$ cat config.mk
export PLATFORM = sky130hd
export DESIGN_NAME = resp_stream_parser
export DESIGN_NICKNAME = d
export VERILOG_FILES = /design/src/rtl/rsp_pkg.sv /design/src/rtl/rsp_in_reg.sv /design/src/rtl/rsp_stack.sv /design/src/rtl/rsp_core.sv /design/src/rtl/rsp_out_reg.sv /design/src/rtl/resp_stream_parser.sv
export SDC_FILE = /design/constraint.sdc
export NUM_CORES = 1
export LEC_CHECK = 0
export BUFFER_PORTS_ARGS = -buffer_cell sky130_fd_sc_hd__buf_2
export CAP_MARGIN = 5
export CORE_MARGIN = 2
export CORE_UTILIZATION = 64
export DETAILED_ROUTE_END_ITERATION = 8
export PLACE_DENSITY = 0.84
export REMOVE_ABC_BUFFERS = 1
export SLEW_MARGIN = 5
export SYNTH_ARGS = -nofsm -noshare
export SYNTH_HDL_FRONTEND = slang
export SYNTH_SLANG_ARGS = --single-unit
$ cat constraint.sdc
create_clock -name clk -period 9.4 [get_ports clk]
set_input_delay 1.41 -clock clk [delete_from_list [all_inputs] [get_ports clk]]
set_output_delay 1.41 -clock clk [all_outputs]
set_load 0.005 [all_outputs]
$ cat src/rtl/rsp_pkg.sv
// ----------------------------------------------------------------------------
// RESP stream parser package
// Shared sizes, result codes and the structs passed between the parser blocks.
// ----------------------------------------------------------------------------
`timescale 1ns / 1ps
`default_nettype none

package rsp_pkg;

	localparam int MAX_DEPTH = 8;
	localparam int SP_W      = $clog2(MAX_DEPTH + 1);
	localparam int CNT_W     = 32;
	localparam int ACC_W     = 64;
	localparam int DEPTH_W   = 4;

	localparam logic [1:0] EV_PAYLOAD = 2'd0;
	localparam logic [1:0] EV_HEADER  = 2'd1;
	localparam logic [1:0] EV_DONE    = 2'd2;
	localparam logic [1:0] EV_ERROR   = 2'd3;

	localparam logic [2:0] K_SIMPLE = 3'd0;
	localparam logic [2:0] K_ERROR  = 3'd1;
	localparam logic [2:0] K_INT    = 3'd2;
	localparam logic [2:0] K_BULK   = 3'd3;
	localparam logic [2:0] K_ARRAY  = 3'd4;

	localparam logic [1:0] ERR_NONE     = 2'd0;
	localparam logic [1:0] ERR_TYPE     = 2'd1;
	localparam logic [1:0] ERR_DEPTH    = 2'd2;
	localparam logic [1:0] ERR_TOO_LONG = 2'd3;

	typedef struct packed {
		logic             clear;
		logic             push;
		logic             complete;
		logic [CNT_W-1:0] push_count;
	} stk_cmd_t;

	typedef struct packed {
		logic [SP_W-1:0] sp;
		logic            full;
		logic [SP_W-1:0] run;
		logic            empty_after;
	} stk_stat_t;

	typedef struct packed {
		logic [1:0]         event_res;
		logic [2:0]         kind;
		logic [7:0]         payload_byte;
		logic [ACC_W-1:0]   value;
		logic [DEPTH_W-1:0] depth;
		logic [DEPTH_W-1:0] arrays_closed;
		logic               message_done;
		logic [1:0]         error_code;
	} res_t;

endpackage

`default_nettype wire

$ cat src/rtl/rsp_in_reg.sv
// ----------------------------------------------------------------------------
// RESP stream parser input register
// Holds one accepted stream byte until the parser logic consumes it.
// ----------------------------------------------------------------------------
`timescale 1ns / 1ps
`default_nettype none

module rsp_in_reg import rsp_pkg::*; (
	input  wire logic       clk,
	input  wire logic       arst_n,
	input  wire logic       byte_valid,
	input  wire logic [7:0] data_byte,
	output logic            byte_stall,
	input  wire logic       proc_en,
	output logic            valid_s1,
	output logic [7:0]      data_s1
);

	logic accept;

	assign byte_stall = valid_s1 && !proc_en;
	assign accept     = byte_valid && !byte_stall;

	always_ff @(posedge clk or negedge arst_n) begin
		if (!arst_n) begin
			valid_s1 <= 1'b0;
		end else if (accept) begin
			valid_s1 <= 1'b1;
		end else if (proc_en) begin
			valid_s1 <= 1'b0;
		end
	end

	always_ff @(posedge clk) begin
		if (accept) begin
			data_s1 <= data_byte;
		end
	end

endmodule

`default_nettype wire

$ cat src/rtl/rsp_stack.sv
// ----------------------------------------------------------------------------
// RESP stream parser array stack
// Remaining element counts of the open arrays. A completion pops every
// top entry that reaches zero and decrements the first one that survives.
// ----------------------------------------------------------------------------
`timescale 1ns / 1ps
`default_nettype none

module rsp_stack import rsp_pkg::*; (
	input  wire logic      clk,
	input  wire logic      arst_n,
	input  wire stk_cmd_t  cmd,
	output stk_stat_t      stat
);

	logic [CNT_W-1:0]   cnt_q [MAX_DEPTH];
	logic [SP_W-1:0]    sp_q;
	logic [MAX_DEPTH:0] chain;
	logic [MAX_DEPTH-1:0] live;
	logic [MAX_DEPTH-1:0] popped;
	logic [MAX_DEPTH-1:0] dec_sel;
	logic [SP_W-1:0]    run;

	always_comb begin
		chain[MAX_DEPTH] = 1'b1;
		run = '0;
		for (int i = MAX_DEPTH - 1; i >= 0; i--) begin
			live[i]    = SP_W'(i) < sp_q;
			chain[i]   = !live[i] || ((cnt_q[i] == CNT_W'(1)) && chain[i + 1]);
			popped[i]  = live[i] && chain[i];
			dec_sel[i] = live[i] && !chain[i] && chain[i + 1];
			run        = run + SP_W'(popped[i]);
		end
	end

	assign stat.sp          = sp_q;
	assign stat.full        = sp_q >= SP_W'(MAX_DEPTH);
	assign stat.run         = run;
	assign stat.empty_after = (sp_q == run);

	always_ff @(posedge clk or negedge arst_n) begin
		if (!arst_n) begin
			sp_q <= '0;
		end else if (cmd.clear) begin
			sp_q <= '0;
		end else if (cmd.push) begin
			sp_q <= sp_q + SP_W'(1);
		end else if (cmd.complete) begin
			sp_q <= sp_q - run;
		end
	end

	always_ff @(posedge clk) begin
		for (int i = 0; i < MAX_DEPTH; i++) begin
			if (cmd.push && (sp_q == SP_W'(i))) begin
				cnt_q[i] <= cmd.push_count;
			end else if (cmd.complete && dec_sel[i]) begin
				cnt_q[i] <= cnt_q[i] - CNT_W'(1);
			end
		end
	end

endmodule

`default_nettype wire

$ cat src/rtl/rsp_core.sv
// ----------------------------------------------------------------------------
// RESP stream parser decode logic
// Phase tracking, number accumulation and result formation for one byte.
// ----------------------------------------------------------------------------
`timescale 1ns / 1ps
`default_nettype none

module rsp_core import rsp_pkg::*; (
	input  wire logic       clk,
	input  wire logic       arst_n,
	input  wire logic       proc_en,
	input  wire logic [7:0] data_s1,
	input  wire stk_stat_t  stat,
	output stk_cmd_t        cmd,
	output logic            res_vld,
	output res_t            res
);

	localparam logic [2:0] PH_TYPE      = 3'd0;
	localparam logic [2:0] PH_SIMPLE    = 3'd1;
	localparam logic [2:0] PH_INT_FIRST = 3'd2;
	localparam logic [2:0] PH_INT_REST  = 3'd3;
	localparam logic [2:0] PH_LEN       = 3'd4;
	localparam logic [2:0] PH_SKIP_HDR  = 3'd5;
	localparam logic [2:0] PH_BULK      = 3'd6;
	localparam logic [2:0] PH_SKIP      = 3'd7;

	localparam logic [7:0] CH_CR     = 8'h0D;
	localparam logic [7:0] CH_ZERO   = 8'h30;
	localparam logic [7:0] CH_NINE   = 8'h39;
	localparam logic [7:0] CH_PLUS   = 8'h2B;
	localparam logic [7:0] CH_MINUS  = 8'h2D;
	localparam logic [7:0] CH_COLON  = 8'h3A;
	localparam logic [7:0] CH_DOLLAR = 8'h24;
	localparam logic [7:0] CH_STAR   = 8'h2A;

	logic [2:0]       phase_q, phase_d;
	logic [2:0]       kind_q, kind_d;
	logic [ACC_W-1:0] acc_q, acc_d;
	logic             neg_q, neg_d;
	logic [CNT_W-1:0] rem_q, rem_d;

	logic             digit;
	logic [ACC_W-1:0] acc_dig;
	logic             err;
	logic [1:0]       err_code;
	logic             cpl;
	logic             cpl_self;
	logic [ACC_W-1:0] cpl_val;
	stk_cmd_t         cmd_c;

	assign digit   = (data_s1 >= CH_ZERO) && (data_s1 <= CH_NINE);
	assign acc_dig = (acc_q << 3) + (acc_q << 1) + ACC_W'(data_s1) - ACC_W'(CH_ZERO);

	always_comb begin
		phase_d  = phase_q;
		kind_d   = kind_q;
		acc_d    = acc_q;
		neg_d    = neg_q;
		rem_d    = rem_q;
		cmd_c    = '0;
		res      = '0;
		res_vld  = 1'b0;
		err      = 1'b0;
		err_code = ERR_NONE;
		cpl      = 1'b0;
		cpl_self = 1'b0;
		cpl_val  = '0;

		unique case (phase_q)
			PH_TYPE: begin
				acc_d = '0;
				neg_d = 1'b0;
				unique case (data_s1)
					CH_PLUS: begin
						kind_d  = K_SIMPLE;
						phase_d = PH_SIMPLE;
					end
					CH_MINUS: begin
						kind_d  = K_ERROR;
						phase_d = PH_SIMPLE;
					end
					CH_COLON: begin
						kind_d  = K_INT;
						phase_d = PH_INT_FIRST;
					end
					CH_DOLLAR: begin
						kind_d  = K_BULK;
						phase_d = PH_LEN;
					end
					CH_STAR: begin
						kind_d  = K_ARRAY;
						phase_d = PH_LEN;
					end
					default: begin
						err      = 1'b1;
						err_code = ERR_TYPE;
					end
				endcase
			end
			PH_SIMPLE: begin
				if (data_s1 == CH_CR) begin
					phase_d = PH_SKIP;
					cpl     = 1'b1;
				end else begin
					res_vld          = 1'b1;
					res.event_res    = EV_PAYLOAD;
					res.kind         = kind_q;
					res.payload_byte = data_s1;
					res.depth        = DEPTH_W'(stat.sp);
				end
			end
			PH_INT_FIRST, PH_INT_REST: begin
				if (data_s1 == CH_CR) begin
					phase_d = PH_SKIP;
					cpl     = 1'b1;
					cpl_val = neg_q ? (ACC_W'(0) - acc_q) : acc_q;
				end else begin
					if ((phase_q == PH_INT_FIRST) &&
					    ((data_s1 == CH_MINUS) || (data_s1 == CH_PLUS))) begin
						neg_d = (data_s1 == CH_MINUS);
					end else begin
						acc_d = acc_dig;
					end
					phase_d = PH_INT_REST;
				end
			end
			PH_LEN: begin
				if (digit) begin
					acc_d = acc_dig;
					if (acc_dig[ACC_W-1:CNT_W] != '0) begin
						err      = 1'b1;
						err_code = ERR_TOO_LONG;
					end
				end else begin
					phase_d       = PH_SKIP_HDR;
					res.event_res = EV_HEADER;
					res.kind      = kind_q;
					res.value     = acc_q;
					res.depth     = DEPTH_W'(stat.sp);
					res_vld       = 1'b1;
					if (kind_q == K_BULK) begin
						rem_d = acc_q[CNT_W-1:0];
					end else if (acc_q != '0) begin
						if (stat.full) begin
							err      = 1'b1;
							err_code = ERR_DEPTH;
						end else begin
							cmd_c.push       = 1'b1;
							cmd_c.push_count = acc_q[CNT_W-1:0];
						end
					end
				end
			end
			PH_SKIP_HDR: begin
				if (kind_q == K_BULK) begin
					phase_d = PH_BULK;
				end else begin
					phase_d = PH_TYPE;
					if (acc_q == '0) begin
						cpl      = 1'b1;
						cpl_self = 1'b1;
					end
				end
			end
			PH_BULK: begin
				if (rem_q != '0) begin
					rem_d            = rem_q - CNT_W'(1);
					res_vld          = 1'b1;
					res.event_res    = EV_PAYLOAD;
					res.kind         = K_BULK;
					res.payload_byte = data_s1;
					res.depth        = DEPTH_W'(stat.sp);
				end else begin
					phase_d = PH_SKIP;
					cpl     = 1'b1;
				end
			end
			PH_SKIP: begin
				phase_d = PH_TYPE;
			end
		endcase

		if (cpl) begin
			res_vld            = 1'b1;
			res.event_res      = EV_DONE;
			res.kind           = kind_q;
			res.value          = cpl_val;
			res.depth          = DEPTH_W'(stat.sp);
			res.arrays_closed  = DEPTH_W'(stat.run) + DEPTH_W'(cpl_self);
			res.message_done   = stat.empty_after;
			cmd_c.complete     = 1'b1;
		end

		if (err) begin
			res            = '0;
			res.event_res  = EV_ERROR;
			res.error_code = err_code;
			res_vld        = 1'b1;
			cmd_c          = '0;
			cmd_c.clear    = 1'b1;
			phase_d        = PH_TYPE;
			kind_d         = K_SIMPLE;
			acc_d          = '0;
			neg_d          = 1'b0;
			rem_d          = '0;
		end
	end

	assign cmd = proc_en ? cmd_c : '0;

	always_ff @(posedge clk or negedge arst_n) begin
		if (!arst_n) begin
			phase_q <= PH_TYPE;
			kind_q  <= K_SIMPLE;
			acc_q   <= '0;
			neg_q   <= 1'b0;
			rem_q   <= '0;
		end else if (proc_en) begin
			phase_q <= phase_d;
			kind_q  <= kind_d;
			acc_q   <= acc_d;
			neg_q   <= neg_d;
			rem_q   <= rem_d;
		end
	end

endmodule

`default_nettype wire

$ cat src/rtl/rsp_out_reg.sv
// ----------------------------------------------------------------------------
// RESP stream parser result register
// Holds one result item until the receiver takes it.
// ----------------------------------------------------------------------------
`timescale 1ns / 1ps
`default_nettype none

module rsp_out_reg import rsp_pkg::*; (
	input  wire logic clk,
	input  wire logic arst_n,
	input  wire logic proc_en,
	input  wire logic res_vld,
	input  wire res_t res,
	input  wire logic res_stall,
	output logic      res_valid,
	output res_t      res_q
);

	always_ff @(posedge clk or negedge arst_n) begin
		if (!arst_n) begin
			res_valid <= 1'b0;
		end else if (proc_en) begin
			res_valid <= res_vld;
		end else if (!res_stall) begin
			res_valid <= 1'b0;
		end
	end

	always_ff @(posedge clk) begin
		if (proc_en && res_vld) begin
			res_q <= res;
		end
	end

endmodule

`default_nettype wire

$ cat src/rtl/resp_stream_parser.sv
// ----------------------------------------------------------------------------
// RESP stream parser
// Parses a RESP2 byte stream into payload, header, completion and error items.
// ----------------------------------------------------------------------------
// Usage:
// The input channel (byte_valid, byte_stall, data_byte) takes one stream byte
// per item. The result channel (res_valid, res_stall and the result fields)
// gives at most one item per input byte; bytes such as type bytes, digits
// and line ends often give none.
// A byte is held in an input register, decoded against the parser state
// and written to the result register, which drives the result ports.
// One byte is taken every cycle
// while the receiver keeps up; the rate is set by the single decode stage
// that updates phase, accumulator and array stack together.
// When the receiver stalls with a result waiting, decoding halts only once
// the input register holds a byte, and then byte_stall rises.
// Reset empties both registers, returns the phase to expecting a type byte
// and the array stack to empty. An error item also returns the parser to that state.
// ----------------------------------------------------------------------------
`timescale 1ns / 1ps
`default_nettype none

module resp_stream_parser import rsp_pkg::*; (
	input  wire logic        clk,
	input  wire logic        arst_n,
	input  wire logic        byte_valid,
	output logic             byte_stall,
	input  wire logic [7:0]  data_byte,
	output logic             res_valid,
	input  wire logic        res_stall,
	output logic [1:0]       event_res,
	output logic [2:0]       kind,
	output logic [7:0]       payload_byte,
	output logic signed [63:0] value,
	output logic [3:0]       depth,
	output logic [3:0]       arrays_closed,
	output logic             message_done,
	output logic [1:0]       error_code
);

	logic      valid_s1;
	logic [7:0] data_s1;
	logic      proc_en;
	logic      res_vld;
	res_t      res;
	res_t      res_q;
	stk_cmd_t  stk_cmd;
	stk_stat_t stk_stat;

	assign proc_en = valid_s1 && (!res_valid || !res_stall);

	rsp_in_reg u_in_reg (
		.clk        (clk),
		.arst_n     (arst_n),
		.byte_valid (byte_valid),
		.data_byte  (data_byte),
		.byte_stall (byte_stall),
		.proc_en    (proc_en),
		.valid_s1   (valid_s1),
		.data_s1    (data_s1)
	);

	rsp_stack u_stack (
		.clk    (clk),
		.arst_n (arst_n),
		.cmd    (stk_cmd),
		.stat   (stk_stat)
	);

	rsp_core u_core (
		.clk     (clk),
		.arst_n  (arst_n),
		.proc_en (proc_en),
		.data_s1 (data_s1),
		.stat    (stk_stat),
		.cmd     (stk_cmd),
		.res_vld (res_vld),
		.res     (res)
	);

	rsp_out_reg u_out_reg (
		.clk       (clk),
		.arst_n    (arst_n),
		.proc_en   (proc_en),
		.res_vld   (res_vld),
		.res       (res),
		.res_stall (res_stall),
		.res_valid (res_valid),
		.res_q     (res_q)
	);

	assign event_res     = res_q.event_res;
	assign kind          = res_q.kind;
	assign payload_byte  = res_q.payload_byte;
	assign value         = res_q.value;
	assign depth         = res_q.depth;
	assign arrays_closed = res_q.arrays_closed;
	assign message_done  = res_q.message_done;
	assign error_code    = res_q.error_code;

endmodule

`default_nettype wire

* Word level (Yosys, flattened, before mapping)
Memory sizes are Yosys's and may differ from the RTL's. Cells that the tools add are included.
Word-level totals: flip-flop bits (word level) 205, memory bits (writable) 256, output and inout port bits 90, memories kept 1
Cells by class: add/subtract/negate cells 23, order comparisons 11, equal/unequal tests 41, muxes and demuxes 155, bitwise gates (word level) 9, reductions and logical operators 114
Memory list:
- u_stack.cnt_q | words 8, bits a word 32, rd ports 8, clocked after Yosys merged registers in 0, write ports 1, line rsp_stack.sv:16 | logic [CNT_W-1:0] cnt_q [MAX_DEPTH];
Operators by type and width (number):
- two-way mux 32 bit | 24
- two-way mux 64 bit | 8
- subtractor 32 x 1 -> 32 bit (second input constant) | 9
- == test 32 x 1 -> 1 bit (second input constant) | 8
- OR reduction 32 bit | 7
- case mux 64 bit (3 select lines) | 1
- two-way mux 1 bit | 77
- two-way mux 73 bit | 1
- two-way mux 35 bit | 2
- two-way mux 68 bit | 1
- adder 64 bit | 1
- adder 64 x 8 -> 64 bit | 1
- zero test 64 bit | 1
- case mux 32 bit (2 select lines) | 1
- nonzero test 32 bit | 2
- nonzero test 64 bit | 1
- subtractor 1 x 64 -> 64 bit (first input constant) | 1
- subtractor 64 x 6 -> 64 bit (second input constant) | 1
- logical AND 1 bit | 52
- two-way mux 3 bit | 15
- == test 8 x 6 -> 1 bit (second input constant) | 5
- adder 4 x 1 -> 4 bit | 7
- two-way mux 4 bit | 7
- case mux 4 bit (3 select lines) | 2
- 48 further kinds | 118

* Depth between registers and ports, before layout
depth in word-level cells 32, depth in mapped cells 25, gate-level depth less buffers 25

* Modules after synthesis
From an unflattened synthesis, not the netlist that was laid out.
Unflattened totals: cells, all modules 3804, area, all modules 34454.3 um^2
By module, submodules not included:
- rsp_stack | times used 1, cells each 1722, area an instance 17304.1 um^2, seq. area each 7787.5 um^2
- rsp_core | times used 1, cells each 1976, area an instance 14153.6 um^2, seq. area each 2577.5 um^2
- rsp_out_reg | times used 1, cells each 92, area an instance 2687.6 um^2, seq. area each 2667.6 um^2
- rsp_in_reg | times used 1, cells each 13, area an instance 297.8 um^2, seq. area each 265.3 um^2
- resp_stream_parser | times used 1, cells each 1, area an instance 11.3 um^2, seq. area each 0.0 um^2

* Worst setup path after synthesis
OpenSTA, ideal clock, no wires.
path type reg2reg, start point register u_in_reg.data_s1[3], end point register u_out_reg.res_q[0] (netlist name), setup time 0.563 ns, arrival 8.149 ns, required time 8.837 ns, setup slack 0.688 ns, cell stages (with the launch flop) 16, clock period less this slack 8.712 ns, path through edfxtp_1 fa_1 fa_1 ha_1 a211o_1 a211o_1 a21bo_2 nor4b_4 or2_2 a311o_1 o2111ai_1 nor4_1 nand4_1 o21ai_2 buf_6 a21oi_1
Between the ends: longest elaborated chain between the ends 8
RTL lines:
- start: declaration | line rsp_in_reg.sv:16 | output logic [7:0] data_s1
- start signal: assignment | line rsp_in_reg.sv:36 | data_s1 <= data_byte;
- adder 64 x 8 -> 64 bit | line rsp_core.sv:53 | assign acc_dig = (acc_q << 3) + (acc_q << 1) + ACC_W'(data_s1) - ACC_W'(CH_ZERO);
- subtractor 64 x 6 -> 64 bit | line rsp_core.sv:53
- nonzero test 32 bit | line rsp_core.sv:131 | if (acc_dig[ACC_W-1:CNT_W] != '0) begin
- two-way mux 1 bit | line rsp_core.sv:131
- two-way mux 1 bit | line rsp_core.sv:129 | if (digit) begin
- case mux 1 bit (2 select lines) | line rsp_core.sv:70 | unique case (phase_q)
- two-way mux 1 bit * | line rsp_core.sv:195 | if (err) begin
- logical AND 1 bit * | line rsp_out_reg.sv:30 | if (proc_en && res_vld) begin
Every way passes the cells marked *; elsewhere a longest branch is shown, timed or not. A chain may end at the register's enable or synchronous reset.

* Worst setup path after layout
start point register u_core.acc_q[11], end point register u_core.acc_q[60]
Between the ends: longest elaborated chain between the ends 9
RTL lines:
- start: declaration | line rsp_core.sv:39 | logic [ACC_W-1:0] acc_q, acc_d;
- start signal: assignment | line rsp_core.sv:216 | acc_q <= '0;
- start signal: assignment | line rsp_core.sv:222 | acc_q <= acc_d;
- adder 64 bit | line rsp_core.sv:53
- adder 64 x 8 -> 64 bit | line rsp_core.sv:53
- subtractor 64 x 6 -> 64 bit | line rsp_core.sv:53
- nonzero test 32 bit | line rsp_core.sv:131
- two-way mux 1 bit | line rsp_core.sv:131
- two-way mux 1 bit | line rsp_core.sv:129
- case mux 1 bit (2 select lines) | line rsp_core.sv:70
- != test 3 x 1 -> 1 bit (no line) (tied with other cells)
- AND reduction 5 bit (no line)
Parallel ways exist; a longest one is shown, timed or not. The select of a mux whose other input is x is not followed.

==> impl_table.tex <==
\begin{tabular}{lr}
\hline
Metric & Value \\
\hline
\multicolumn{2}{l}{\textbf{Status}} \\
\quad Run status & finished, final reports clean \\
\multicolumn{2}{l}{\textbf{Finish}} \\
\quad P\&R area growth vs syn & 7.85\% \\
\quad Finished Cell Area & 34600 um2 \\
\quad Most frequent standard cell in the layout excluding fill and tap cells & sky130\_fd\_sc\_hd\_\_o21ai\_0 \\
\quad Post-route non-filler standard cell count & 4200 \\
\quad Filler instances & 3764 \\
\quad Commonest non-fill, non-tap cells in the layout & 373 x sky130\_fd\_sc\_hd\_\_o21ai\_0, 354 x sky130\_fd\_sc\_hd\_\_nand2\_1, 352 x sky130\_fd\_sc\_hd\_\_edfxtp\_1, 289 x sky130\_fd\_sc\_hd\_\_nor2\_1, 242 x sky130\_fd\_sc\_hd\_\_inv\_1 \\
\quad Share of layout cells above drive strength 1 & 8.76\% \\
\quad Number of diodes added for antenna fixing & 0 \\
\quad Nets@finish & 3718 \\
\quad Final core occ & 69.5\% \\
\multicolumn{2}{l}{\textbf{Global routing}} \\
\quad Overflow after GRT & 0 \\
\quad Number of antenna violations at the first check in global routing & 6 \\
\quad Global-route wire length before repair & 147000 um \\
\quad Global router's overall resource usage & 35.8\% \\
\quad Maximum number of pins on one net before global-route repair & 82 \\
\quad Vias in the first global route & 26600 \\
\multicolumn{2}{l}{\textbf{Floorplanning}} \\
\quad Die area & 51900 um2 \\
\quad Core outline area & 49800 um2 \\
\quad Initial Util & 64.4\% \\
\quad X dimension of the die & 228 um \\
\quad Boundary pin count & 102 \\
\quad Floorplan die height & 228 um \\
\quad Number of standard-cell rows in the floorplan & 82 \\
\multicolumn{2}{l}{\textbf{STA}} \\
\quad Final count of pins violating max slew & 0 \\
\quad Number of endpoints failing setup at the final stage & 0 \\
\quad Worst relative slew slack & 20.4\% \\
\quad Part of the cycle the worst path needs & 73.1\% \\
\quad Worst clock skew & 0.0472 ns \\
\quad Fmax achieved & 146 MHz \\
\quad Time the worst path needs with I/O delays and setup & 6.87 ns \\
\quad Final Hold Viols & 0 \\
\quad Summed negative setup slack over all endpoints & 0 ns \\
\quad Measured slew at the worst slew-check pin & 1.19 ns \\
\quad Unrepaired setup endpoints after global routing & false \\
\multicolumn{2}{l}{\textbf{Setup path}} \\
\quad Reg2reg path depth & 17 \\
\quad Req. time, crit path & 9.94 ns \\
\quad Max Fanout on Critical Path & 24 \\
\quad Reg-to-reg endpoint & u\_core.acc\_q[60] \\
\quad Critical path type & flop to flop \\
\quad Reg-to-reg setup timing slack & 2.53 ns \\
\quad Critical path startpoint category & flop \\
\quad CP Data Arrival Time & 7.41 ns \\
\quad Setup crit end kind & flop \\
\quad Worst reg2reg path startpoint & u\_core.acc\_q[11] \\
\multicolumn{2}{l}{\textbf{CTS}} \\
\quad CTS sink cnt & 461 \\
\quad Clock latency reported for the late side of the worst-skew pair & 0.62 ns \\
\quad Total setup buffers inserted after CTS & 0 \\
\quad Hold bufs inserted after CTS & 0 \\
\quad Register clock-pin slew on the reported worst setup and hold paths & 0.07 ns \\
\quad Root buffer cell & sky130\_fd\_sc\_hd\_\_clkbuf\_16 \\
\quad CTS H-tree lvls & 2 \\
\quad Clock tree from TritonCTS & yes \\
\quad Total CTS buffers & 49 \\
\quad Number of gates given a new drive strength after cts & 0 \\
\quad Max clock buf depth & 3 \\
\multicolumn{2}{l}{\textbf{Detailed routing}} \\
\quad Wirelength per Cell & 22.6 um \\
\quad DRC marker count from the first detailed-route iteration & 3576 \\
\quad Detail Route Antenna Nets & 0 \\
\quad Initial DRT Pass Iterations & 6 \\
\quad Post-route DRC & 0 \\
\quad Routed vias/inst & 6.67 \\
\quad Vias post-DR & 28000 \\
\quad Wire length reported by the detailed router & 94900 um \\
\multicolumn{2}{l}{\textbf{Yosys}} \\
\quad Sequential cell area fraction in the yosys report & 41.5\% \\
\quad Mapped Area & 32100 um2 \\
\quad Biggest area consumer among synthesized cells & sky130\_fd\_sc\_hd\_\_edfxtp\_1 \\
\quad Cell count after synthesis & 3472 \\
\quad Distinct cell type count after synthesis & 92 \\
\quad Largest cells by area after synthesis & sky130\_fd\_sc\_hd\_\_edfxtp\_1 33\%, sky130\_fd\_sc\_hd\_\_dfrtp\_1 8.5\%, sky130\_fd\_sc\_hd\_\_ha\_1 8.1\% \\
\quad Syn Area/Cell & 9.24 um2 \\
\quad Synth top area share & 33.0\% \\
\quad \#FFs+latches synth & 461 \\
\quad Number of synthesized flops with an enable pin & 352 \\
\quad Dominant synthesized flop cell & sky130\_fd\_sc\_hd\_\_edfxtp\_1 \\
\quad Proportion of register bits with asynchronous set or reset after synthesis & 23.6\% \\
\quad Warning count from the yosys run & 0 \\
\multicolumn{2}{l}{\textbf{Placed design}} \\
\quad Instance area at placement & 32900 um2 \\
\quad Dpl cells & 4108 \\
\quad Number of port buffers & 101 \\
\quad Detailed Place HPWL & 66400 um \\
\quad Final weighted congestion in routability-driven placement & 0.997 \\
\multicolumn{2}{l}{\textbf{Run}} \\
\quad \# Max-Cap Violations & 0 \\
\multicolumn{2}{l}{\textbf{Worst hold path}} \\
\quad Worst hold path cell count & 2 \\
\quad Startpoint of the lowest-slack hold path & u\_core.acc\_q[37] \\
\quad Path type of the worst min-delay path & flop to flop \\
\quad Worst Hold End & u\_core.acc\_q[37] \\
\multicolumn{2}{l}{\textbf{Pwr}} \\
\quad Total design power & 12.4 mW \\
\quad PD cells & 357 nW/um2 \\
\quad Leakage component of the power & 12.7 nW \\
\quad Worst vdd ir & 321 uV \\
\hline
\end{tabular}
[layout make-up]
type	count	area, um2	share of cell area [%]
multi-input cells	2611	17200	49.6
flip-flops and latches	461	13300	38.5
clock buffers	52	1240	3.58
inverters	243	912	2.64
well taps	672	841	2.43
repair buffers	121	658	1.90
clock inverters	40	472	1.36
[critical path: stages (launching register included)]
cell	delay (ns)
sky130_fd_sc_hd__dfrtp_1	0.73
sky130_fd_sc_hd__inv_1	0.17
sky130_fd_sc_hd__ha_1	0.32
sky130_fd_sc_hd__inv_1	0.04
sky130_fd_sc_hd__ha_1	0.27
sky130_fd_sc_hd__ha_1	0.39
sky130_fd_sc_hd__a21oi_1	0.22
sky130_fd_sc_hd__o21ai_0	0.21
sky130_fd_sc_hd__a221oi_1	0.47
sky130_fd_sc_hd__a21oi_1	0.22
sky130_fd_sc_hd__nor3_1	0.54
sky130_fd_sc_hd__o221ai_1	0.24
sky130_fd_sc_hd__xnor2_1	0.26
sky130_fd_sc_hd__nor4_1	0.31
sky130_fd_sc_hd__nand4_1	0.36
sky130_fd_sc_hd__o21ai_2	0.65
sky130_fd_sc_hd__and3_1	1.07
sky130_fd_sc_hd__a22o_1	0.31
[cell usage after synthesis, drive strengths merged (7+ instances only)]
library cell,instances
a211oi,15
a21o,19
a21oi,133
a221o,10
a22o,45
a311oi,48
a31oi,14
and2,20
and3,23
and4,11
buf,44
clkbuf,113
dfrtp,109
edfxtp,352
fa,11
ha,208
inv,243
nand2,359
nand2b,19
nand3,71
nand3b,12
nand4,52
nor2,294
nor2b,19
nor3,131
nor4,81
o211ai,18
o21a,22
o21ai,429
o21bai,8
o31a,7
o31ai,27
o41ai,10
or2,20
or3,51
or4,40
xnor2,204
xor2,94
[worst max-delay path by stage]
stage	from	endpoint	slack [ns]
final	u_core.acc_q[11]	u_core.acc_q[60]	2.53
after global routing	u_stack.cnt_q[1][114]	u_stack.sp_q[3]	2.26
after CTS	u_in_reg.data_s1[3]	u_core.acc_q[50]	2.67
after detailed placement	u_in_reg.data_s1[3]	u_core.acc_q[50]	2.71
after global placement	u_in_reg.data_s1[3]	u_core.acc_q[5]	2.78
after floorplan	u_in_reg.data_s1[3]	u_out_reg.res_q[0]	0.78
[state kept, by name (all words and copies together), names as in the netlist]
name	count
u_in_reg.data_s1	8
u_core.kind_q	3
u_stack.sp_q	4
u_core.phase_q	3
u_core.acc_q	64
u_stack.cnt_q	256
u_out_reg.res_q	88
u_core.neg_q	1
u_core.rem_q	32
u_in_reg.valid_s1	1
u_out_reg.res_valid	1
[kinds of logic after synthesis]
logic type,Yosys count,share of synthesized area (%)
simple gates,1222,18.8
flops,461,41.5
fa+ha+maj,219,8.80
buf+inv,400,5.17
mux,6,0.199
compound gates,866,17.4
xor+xnor,298,8.14
[layer usage]
| metal | global-route usage, % | routed length [um] | vias to the layer above |
|---|---|---|---|
| met5 | 0 | 13 | - |
| met4 | 19.3 | 5630 | 2 |
| met3 | 6.79 | 10000 | 337 |
| met2 | 55.3 | 42500 | 1616 |
| met1 | 48.1 | 36800 | 13400 |
| li1 | - | - | 12700 |
[through the flow]
step	hold WS (ns)	setup slack (ns)
final	0.504	2.53
after global routing	0.547	2.26
after CTS	0.500	2.67
after detailed placement	0.486	2.71
after global placement	0.463	2.78
after floorplan	0.450	0.783
[report_power, final]
part           leakage [nW]  switching (mW)  total (mW)  internal, mW
Combinational          7.39            4.78        7.24          2.46
Clock                 0.820           0.870        2.08          1.21
Sequential             4.46           0.428        3.04          2.61
Power figures use the tool's default switching activity.
